File: config.mk
export PLATFORM = sky130hd
export DESIGN_NAME = meter_reply_frame_receiver
export DESIGN_NICKNAME = d
export VERILOG_FILES = /design/src/mrfr_pkg.sv /design/src/mrfr_cfg_regs.sv /design/src/mrfr_parser.sv /design/src/mrfr_out_reg.sv /design/src/meter_reply_frame_receiver.sv
export VERILOG_INCLUDE_DIRS = /design/src /design/src/src
export SDC_FILE = /design/constraint.sdc
export NUM_CORES = 1
export LEC_CHECK = 0
export BUFFER_PORTS_ARGS = -buffer_cell sky130_fd_sc_hd__clkbuf_2
export CAP_MARGIN = 20
export CELL_PAD_IN_SITES_DETAIL_PLACEMENT = 2
export CELL_PAD_IN_SITES_GLOBAL_PLACEMENT = 2
export CORE_MARGIN = 10
export CORE_UTILIZATION = 30
export CTS_CLUSTER_SIZE = 20
export DETAILED_ROUTE_END_ITERATION = 8
export PLACE_DENSITY_LB_ADDON = 0.25
export SETUP_SLACK_MARGIN = 0.5
export SYNTH_ARGS = -nofsm -noshare
export SYNTH_HDL_FRONTEND = slang
export SYNTH_SLANG_ARGS = --single-unit
File: constraint.sdc
create_clock -name clk -period 8.1 [get_ports clk]
set_input_delay 0.81 -clock clk [delete_from_list [all_inputs] [get_ports clk]]
set_output_delay 0.81 -clock clk [all_outputs]
set_load 0.03 [all_outputs]
File: src/meter_reply_frame_receiver_macros.svh
// assertion macros for the meter reply frame receiver
// used at the end of the top level, no other dependencies
`ifndef METER_REPLY_FRAME_RECEIVER_MACROS_SVH
`define METER_REPLY_FRAME_RECEIVER_MACROS_SVH

// condition must hold at every clock edge outside reset
`define MRFR_ASSERT_ALWAYS(lbl, expr, msg) \
    lbl: assert property (@(posedge clk) disable iff (!rst_n) (expr)) else $error(msg);

// antecedent implies consequent in the same cycle
`define MRFR_ASSERT_IMPLY(lbl, ante, cons, msg) \
    lbl: assert property (@(posedge clk) disable iff (!rst_n) (ante) |-> (cons)) \
        else $error(msg);

`endif

File: src/mrfr_pkg.sv
// shared types and constants for the meter reply frame receiver
// no dependencies
package mrfr_pkg;

    localparam int FRAME_BYTES_MAX_DEF = 1024;

    localparam logic [7:0] HEADER_RESET = 8'hFE;
    localparam logic [7:0] OFFSET_RESET = 8'h33;

    // register index, taken from paddr[2]
    localparam logic REG_HEADER = 1'b0;
    localparam logic REG_OFFSET = 1'b1;

    typedef struct packed {
        logic [7:0] header_byte;
        logic [7:0] check_offset;
    } cfg_t;

    typedef struct packed {
        logic [7:0]  register_count;
        logic [63:0] saved_reply;
        logic        reply_kept;
        logic        check_ok;
        logic        frame_kind;
    } result_t;

endpackage

File: src/mrfr_cfg_regs.sv
// apb configuration registers: header byte and checksum offset
// depends on mrfr_pkg
module mrfr_cfg_regs
(
    input  logic               clk,
    input  logic               rst_n,
    input  logic               psel,
    input  logic               penable,
    input  logic               pwrite,
    input  logic [2:0]         paddr,
    input  logic [31:0]        pwdata,
    output logic [31:0]        prdata,
    output mrfr_pkg::cfg_t     cfg
);

    logic [7:0] header_reg;
    logic [7:0] header_next;
    logic [7:0] offset_reg;
    logic [7:0] offset_next;
    logic       wr_en;

    assign wr_en = psel && penable && pwrite;

    always_comb
    begin
        header_next = header_reg;
        offset_next = offset_reg;
        if (wr_en)
        begin
            unique case (paddr[2])
                mrfr_pkg::REG_HEADER: header_next = pwdata[7:0];
                mrfr_pkg::REG_OFFSET: offset_next = pwdata[7:0];
                default: ;
            endcase
        end
    end

    always_ff @(posedge clk or negedge rst_n)
    begin
        if (!rst_n)
        begin
            header_reg <= mrfr_pkg::HEADER_RESET;
            offset_reg <= mrfr_pkg::OFFSET_RESET;
        end
        else
        begin
            header_reg <= header_next;
            offset_reg <= offset_next;
        end
    end

    always_comb
    begin
        unique case (paddr[2])
            mrfr_pkg::REG_HEADER: prdata = {24'b0, header_reg};
            mrfr_pkg::REG_OFFSET: prdata = {24'b0, offset_reg};
            default:              prdata = 32'b0;
        endcase
    end

    assign cfg.header_byte  = header_reg;
    assign cfg.check_offset = offset_reg;

endmodule

File: src/mrfr_parser.sv
// input byte register and frame parser: phase, index, sum, frame head, saved reply
// depends on mrfr_pkg
module mrfr_parser
#(
    parameter int FRAME_BYTES_MAX = mrfr_pkg::FRAME_BYTES_MAX_DEF
)
(
    input  logic                clk,
    input  logic                rst_n,
    input  mrfr_pkg::cfg_t      cfg,
    input  logic                in_valid,
    input  logic [7:0]          in_byte,
    output logic                in_ready,
    input  logic                res_ready,
    output logic                res_valid,
    output mrfr_pkg::result_t   res
);

    localparam int LIM_W = ($clog2(FRAME_BYTES_MAX + 1) > 11) ?
                           $clog2(FRAME_BYTES_MAX + 1) : 11;
    localparam logic [LIM_W-1:0] FRAME_LIM = LIM_W'(FRAME_BYTES_MAX);
    localparam logic [3:0] NIB_WRITE = 4'h2;
    localparam logic [3:0] NIB_READ  = 4'h1;

    typedef enum logic [6:0] {
        PH_HUNT  = 7'b0000001,
        PH_CMD   = 7'b0000010,
        PH_WDATA = 7'b0000100,
        PH_WCHK  = 7'b0001000,
        PH_COUNT = 7'b0010000,
        PH_DATA  = 7'b0100000,
        PH_RCHK  = 7'b1000000
    } phase_t;

    logic        byte_valid_reg;
    logic        byte_valid_next;
    logic [7:0]  byte_reg;
    phase_t      phase_reg;
    phase_t      phase_next;
    logic [10:0] byte_index_reg;
    logic [10:0] byte_index_next;
    logic [7:0]  sum_reg;
    logic [7:0]  sum_next;
    logic [9:0]  data_length_reg;
    logic [9:0]  data_length_next;
    logic        reply_kind_reg;
    logic        reply_kind_next;
    logic [63:0] frame_head_reg;
    logic [63:0] frame_head_next;
    logic [63:0] kept_reply_reg;
    logic [63:0] kept_reply_next;

    logic        step;
    logic        load;
    logic [63:0] head_take;
    logic [7:0]  sum_take;
    logic [10:0] index_take;
    logic [7:0]  expected;
    logic        check_ok;
    logic        keep;
    logic [9:0]  count_len;
    logic [LIM_W-1:0] frame_len;

    assign step     = byte_valid_reg && res_ready;
    assign in_ready = !byte_valid_reg || res_ready;
    assign load     = in_valid && in_ready;

    always_comb
    begin
        if (load)
            byte_valid_next = 1'b1;
        else if (step)
            byte_valid_next = 1'b0;
        else
            byte_valid_next = byte_valid_reg;
    end

    // byte accumulation shared by most phases
    always_comb
    begin
        if (byte_index_reg[10:3] == 8'b0)
            head_take = frame_head_reg |
                        ({56'b0, byte_reg} << {byte_index_reg[2:0], 3'b000});
        else
            head_take = frame_head_reg;
        sum_take   = sum_reg + byte_reg;
        index_take = byte_index_reg + 11'd1;
    end

    assign expected  = ~sum_reg + cfg.check_offset;
    assign check_ok  = (byte_reg == expected);
    assign keep      = check_ok && (data_length_reg <= 10'd4);
    assign count_len = {byte_reg, 2'b00};
    assign frame_len = LIM_W'(count_len) + LIM_W'(4);

    always_comb
    begin
        phase_next         = phase_reg;
        byte_index_next    = byte_index_reg;
        sum_next           = sum_reg;
        data_length_next   = data_length_reg;
        reply_kind_next    = reply_kind_reg;
        frame_head_next    = frame_head_reg;
        kept_reply_next    = kept_reply_reg;
        res_valid          = 1'b0;
        res.frame_kind     = reply_kind_reg;
        res.check_ok       = check_ok;
        res.reply_kept     = 1'b0;
        res.saved_reply    = kept_reply_reg;
        res.register_count = data_length_reg[9:2];
        if (step)
        begin
            unique case (phase_reg)
                PH_HUNT:
                begin
                    if (byte_reg == cfg.header_byte)
                    begin
                        frame_head_next  = {56'b0, byte_reg};
                        sum_next         = byte_reg;
                        byte_index_next  = 11'd1;
                        data_length_next = 10'd0;
                        phase_next       = PH_CMD;
                    end
                end
                PH_CMD:
                begin
                    frame_head_next = head_take;
                    sum_next        = sum_take;
                    byte_index_next = index_take;
                    if (byte_reg[3:0] == NIB_WRITE)
                    begin
                        reply_kind_next = 1'b0;
                        phase_next      = PH_WDATA;
                    end
                    else if (byte_reg[3:0] == NIB_READ)
                    begin
                        reply_kind_next = 1'b1;
                        phase_next      = PH_COUNT;
                    end
                    else
                        phase_next = PH_HUNT;
                end
                PH_WDATA:
                begin
                    frame_head_next = head_take;
                    sum_next        = sum_take;
                    byte_index_next = index_take;
                    phase_next      = PH_WCHK;
                end
                PH_WCHK:
                begin
                    res_valid          = 1'b1;
                    res.register_count = 8'd0;
                    phase_next         = PH_HUNT;
                    byte_index_next    = 11'd0;
                end
                PH_COUNT:
                begin
                    frame_head_next  = head_take;
                    sum_next         = sum_take;
                    byte_index_next  = index_take;
                    data_length_next = count_len;
                    if (frame_len > FRAME_LIM)
                    begin
                        phase_next      = PH_HUNT;
                        byte_index_next = 11'd0;
                    end
                    else if (byte_reg == 8'd0)
                        phase_next = PH_RCHK;
                    else
                        phase_next = PH_DATA;
                end
                PH_DATA:
                begin
                    frame_head_next = head_take;
                    sum_next        = sum_take;
                    byte_index_next = index_take;
                    if (index_take >= ({1'b0, data_length_reg} + 11'd3))
                        phase_next = PH_RCHK;
                end
                PH_RCHK:
                begin
                    frame_head_next = head_take;
                    res_valid       = 1'b1;
                    res.reply_kept  = keep;
                    if (keep)
                    begin
                        kept_reply_next = head_take;
                        res.saved_reply = head_take;
                    end
                    phase_next      = PH_HUNT;
                    byte_index_next = 11'd0;
                end
                default:
                begin
                    phase_next      = PH_HUNT;
                    byte_index_next = 11'd0;
                end
            endcase
        end
    end

    always_ff @(posedge clk or negedge rst_n)
    begin
        if (!rst_n)
        begin
            byte_valid_reg  <= 1'b0;
            phase_reg       <= PH_HUNT;
            byte_index_reg  <= 11'd0;
            sum_reg         <= 8'd0;
            data_length_reg <= 10'd0;
            reply_kind_reg  <= 1'b0;
            frame_head_reg  <= 64'd0;
            kept_reply_reg  <= 64'd0;
        end
        else
        begin
            byte_valid_reg  <= byte_valid_next;
            phase_reg       <= phase_next;
            byte_index_reg  <= byte_index_next;
            sum_reg         <= sum_next;
            data_length_reg <= data_length_next;
            reply_kind_reg  <= reply_kind_next;
            frame_head_reg  <= frame_head_next;
            kept_reply_reg  <= kept_reply_next;
        end
    end

    always_ff @(posedge clk)
    begin
        if (load)
            byte_reg <= in_byte;
    end

endmodule

File: src/mrfr_out_reg.sv
// result register between the parser and the master stream side
// depends on mrfr_pkg
module mrfr_out_reg
(
    input  logic                clk,
    input  logic                rst_n,
    input  logic                res_valid,
    input  mrfr_pkg::result_t   res,
    output logic                res_ready,
    output logic                out_valid,
    input  logic                out_ready,
    output mrfr_pkg::result_t   out_res
);

    logic              valid_reg;
    logic              valid_next;
    mrfr_pkg::result_t data_reg;

    assign res_ready = !valid_reg || out_ready;

    always_comb
    begin
        if (res_ready)
            valid_next = res_valid;
        else
            valid_next = valid_reg;
    end

    always_ff @(posedge clk or negedge rst_n)
    begin
        if (!rst_n)
            valid_reg <= 1'b0;
        else
            valid_reg <= valid_next;
    end

    always_ff @(posedge clk)
    begin
        if (res_ready && res_valid)
            data_reg <= res;
    end

    assign out_valid = valid_reg;
    assign out_res   = data_reg;

endmodule

File: src/meter_reply_frame_receiver.sv
// a result word leaves after its checksum byte is accepted, passing through the input byte
// register, then the result register
// throughput: one byte per cycle while s_tready is high, set by the single-step parser update
// ready drops only while a finished result waits at the master side
// reset (async, active low) returns to header hunt, clears sum, index and saved
// reply, and loads header 0xfe and offset 0x33
module meter_reply_frame_receiver
#(
    parameter int FRAME_BYTES_MAX = mrfr_pkg::FRAME_BYTES_MAX_DEF
)
(
    input  logic        clk,
    input  logic        rst_n,
    input  logic        psel,
    input  logic        penable,
    input  logic        pwrite,
    input  logic [2:0]  paddr,
    input  logic [31:0] pwdata,
    output logic [31:0] prdata,
    output logic        pready,
    input  logic        s_tvalid,
    output logic        s_tready,
    input  logic [7:0]  s_tdata,    // rx_byte
    output logic        m_tvalid,
    input  logic        m_tready,
    output logic [79:0] m_tdata,    // check_ok, reply_kept, saved_reply, register_count, pad
    output logic [0:0]  m_tuser     // frame_kind
);

`include "meter_reply_frame_receiver_macros.svh"

    mrfr_pkg::cfg_t    cfg;
    mrfr_pkg::result_t res;
    mrfr_pkg::result_t out_res;
    logic              res_valid;
    logic              res_ready;

    assign pready = 1'b1;

    mrfr_cfg_regs u_cfg
    (
        .clk     (clk),
        .rst_n   (rst_n),
        .psel    (psel),
        .penable (penable),
        .pwrite  (pwrite),
        .paddr   (paddr),
        .pwdata  (pwdata),
        .prdata  (prdata),
        .cfg     (cfg)
    );

    mrfr_parser
    #(
        .FRAME_BYTES_MAX (FRAME_BYTES_MAX)
    )
    u_parser
    (
        .clk       (clk),
        .rst_n     (rst_n),
        .cfg       (cfg),
        .in_valid  (s_tvalid),
        .in_byte   (s_tdata),
        .in_ready  (s_tready),
        .res_ready (res_ready),
        .res_valid (res_valid),
        .res       (res)
    );

    mrfr_out_reg u_out
    (
        .clk       (clk),
        .rst_n     (rst_n),
        .res_valid (res_valid),
        .res       (res),
        .res_ready (res_ready),
        .out_valid (m_tvalid),
        .out_ready (m_tready),
        .out_res   (out_res)
    );

    assign m_tdata = {6'b0, out_res.register_count, out_res.saved_reply,
                      out_res.reply_kept, out_res.check_ok};
    assign m_tuser = out_res.frame_kind;

    `MRFR_ASSERT_IMPLY(a_kept_only_read, m_tvalid && m_tdata[1], m_tuser[0], "write reply kept")
    `MRFR_ASSERT_IMPLY(a_no_result_drop, res_valid, res_ready, "result lost at output register")
    `MRFR_ASSERT_IMPLY(a_stall_source, !s_tready, m_tvalid && !m_tready, "input stalled without cause")
    `MRFR_ASSERT_IMPLY(a_write_count, m_tvalid && !m_tuser[0], m_tdata[73:66] == 8'd0, "write count nonzero")

endmodule

==> reports/metrics.csv <==
stage,metric,value,unit
run_status,outcome,finished clean,
clock_tree,cts-buffers-inserted,31,
die,dieArea,50800,sq um
place,port_buffers,108,
finish,largest_reg_flops,75,
logic_synthesis,synth_seq_cells,264,
grt,grt_usage,13.9,%
die,rows,75,
clock_tree,clock_latency,0.56,ns
place,gp_congestion,0.770,
job,max_cap_viol_count,0,
clock_tree,cts_setup_buffers,0,
logic_synthesis,async_reset_ff_share,68.6,%
sta,tightest_slew,1.08,ns
clock_tree,cts_buffer_depth,3,
sta,hold_viol_final,0,
worst_setup_path,cp.required,8.53,ns
die,die_w,225,microns
logic_synthesis,yosys-top-cells-area,"dfrtp_1 33%, edfxtp_1 20%, mux2i_1 11%",
worst_setup_path,end_kind,register,
worst_setup_path,cp_max_fo,24,
power_and_ir_drop,peakVddDrop,148,uV
worst_setup_path,worstPathArrival,4.54,ns
sta,finClkSkew,0.0136,ns
place,dp.cells,1692,
die,dieHeight,225,microns
routing,wl,35.2,mm
die,start_util,30.2,%
logic_synthesis,yosysSeqAreaShare,55.6,%
logic_synthesis,synthFlopType,dfrtp_1,
finish,syn_to_final_growth,15.3,%
finish,drive_above_1_share,19.2,%
sta,slew_violations,0,
clock_tree,clkSinkCount,264,
sta,fin_setup_tns,0,ns
finish,n_antenna_cell,0,
grt,grt_max_degree,130,
power_and_ir_drop,p_leak,0.00639,uW
finish,n_fill_cell,4479,
worst_setup_path,critPathKind,reg2reg,
logic_synthesis,yosysMostFrequentCell,dfrtp_1,
grt,grt_overflow,0,
sta,grt_setup_unrepaired,no,
clock_tree,clk_pin_slew,0.06,ns
routing,post_drt_wl_per_cell,20.1,microns
sta,setup_viol,0,
logic_synthesis,syn_inst,1091,
logic_synthesis,yosys-top-cells-count,"169 x dfrtp_1, 135 x mux2i_1, 104 x a21oi_1",
die,core,41900,sq um
logic_synthesis,yosysWarnings,0,
logic_synthesis,syn-cell-area,12700,sq um
routing,firstDrtPassIters,4,
routing,via_per_inst,4.88,
power_and_ir_drop,power.density,245,nW/um^2
logic_synthesis,ys_types,61,
grt,grt_pass1_vias,9642,
routing,postRouteAntennaNets,0,
sta,max_slew_margin,28.1,%
clock_tree,cts-root-buf,clkbuf_16,
finish,num-nets-final,1262,
routing,drt_iter0_markers,353,
logic_synthesis,yosysTopAreaCell,dfrtp_1,
sta,fin_crit_sh,50.7,%
die,io_pins,166,
routing,drcViolationCount,0,
hold_path,hp-class,in2async,
routing,num_vias,8532,
clock_tree,cts_resized,0,
place,hpwl,23.4,mm
sta,timing.fmax,244,MHz
logic_synthesis,synth_edf_count,83,
grt,grt_pass1_wl,56.1,mm
logic_synthesis,yosysTopAreaCellShare,33.4,%
clock_tree,cts_tree,yes,
finish,final_cells,1749,
clock_tree,h-tree-depth,1,
sta,period_needed,4.11,ns
logic_synthesis,postSynthAreaPerCell,11.6,sq um
clock_tree,cts_hold_buf,0,
worst_setup_path,critPathLaunchType,register,
grt,antenna_found_initial,0,
layer usage:
| metal | GRT usage [%] | wire length [microns] | share of wire (%) |
|---|---|---|---|
| met5 | 0 | 0 | 0 |
| met4 | 3.53 | 710 | 2.0 |
| met3 | 2.36 | 1420 | 4.0 |
| met2 | 24.0 | 17400 | 50 |
| met1 | 17.5 | 15600 | 44 |
cells in the final DEF, fill, tap and decap left out, types with 20 or more instances in the layout:
cell type	synthesis	final
ha_1	24	24
inv_1	88	88
a21oi_1	104	104
edfxtp_1	83	83
nor2_1	99	99
mux2_2	27	27
mux2i_1	135	135
a31oi_1	44	44
nand2_1	20	20
clkbuf_2	0	107
clkbuf_16	0	31
dfrtp_1	169	169
conb_1	2	31
critical path: stages (launching register included):
cell and delay (ns):
edfxtp_1 0.37, buf_4 0.27, xor2_1 0.23, nor4_1 0.87
a21oi_1 0.34, nor2_1 0.85, nand3_1 0.57, mux2_1 0.46
power by group:
part           switching (uW)  internal, uW
clock                     571           858
sequential               60.1          1440
combinational             411           238
total                    1040          2540
worst paths after layout:
kind / startpoint / to / slack [ns] / cells after the start
worst max-delay path: u_parser.byte_reg[7] / u_parser.data_length_reg[6] / 3.99 / 7
worst min-delay path: rst_n / u_parser.kept_reply_reg[19] / 0.25 / 1
worst max register to register: u_parser.byte_reg[7] / u_parser.data_length_reg[6] / 3.99 / 7
worst min register to register: u_parser.reply_kind_reg / u_out.out_res[0] / 0.47 / 0
max in group asynchronous: rst_n / u_parser.kept_reply_reg[41] / 6.48 / 2
min in group clk: s_tdata[0] / u_parser.byte_reg[0] / 0.43 / 1
logic make-up (layout without fill, tap and decap cells):
kind of cell,after synthesis,after routing,share of synthesized area [%]
XOR/XNOR,36,36,2.49
flip-flops,264,264,55.6
other,2,31,0.0594
multiplexers,174,174,14.2
AND/OR/NAND/NOR,212,212,8.72
adder cells (fa/ha/maj),26,26,2.69
AO/OA/AOI/OAI,198,198,9.08
buffers and inverters,179,269,7.10
stage by stage:
stage          area, sq um  total power, uW  hold WS (ns)  util, %  worst slack (ns)
2_1_floorplan        12800             2000         0.426        -              4.76
3_3_place_gp         13600             2160         0.445     32.4              4.00
3_5_place_dp         13600             2190         0.449     32.4              3.96
4_1_cts              14600             3650         0.262     34.9              3.85
5_1_grt              14600             3780         0.295     34.9              3.67
6_report             14600             3580         0.254     34.9              3.99
final cells by class:
| type | instances | area, sq um | area share (%) |
|---|---|---|---|
| clock buffers | 34 | 787 | 5.39 |
| clock inverters | 23 | 248 | 1.70 |
| inverters | 88 | 330 | 2.26 |
| multi-input cells | 677 | 4840 | 33.2 |
| flip-flops and latches | 264 | 7040 | 48.2 |
| well taps | 539 | 674 | 4.62 |
| repair buffers | 124 | 679 | 4.66 |
(Power assumes the default switching activity.)
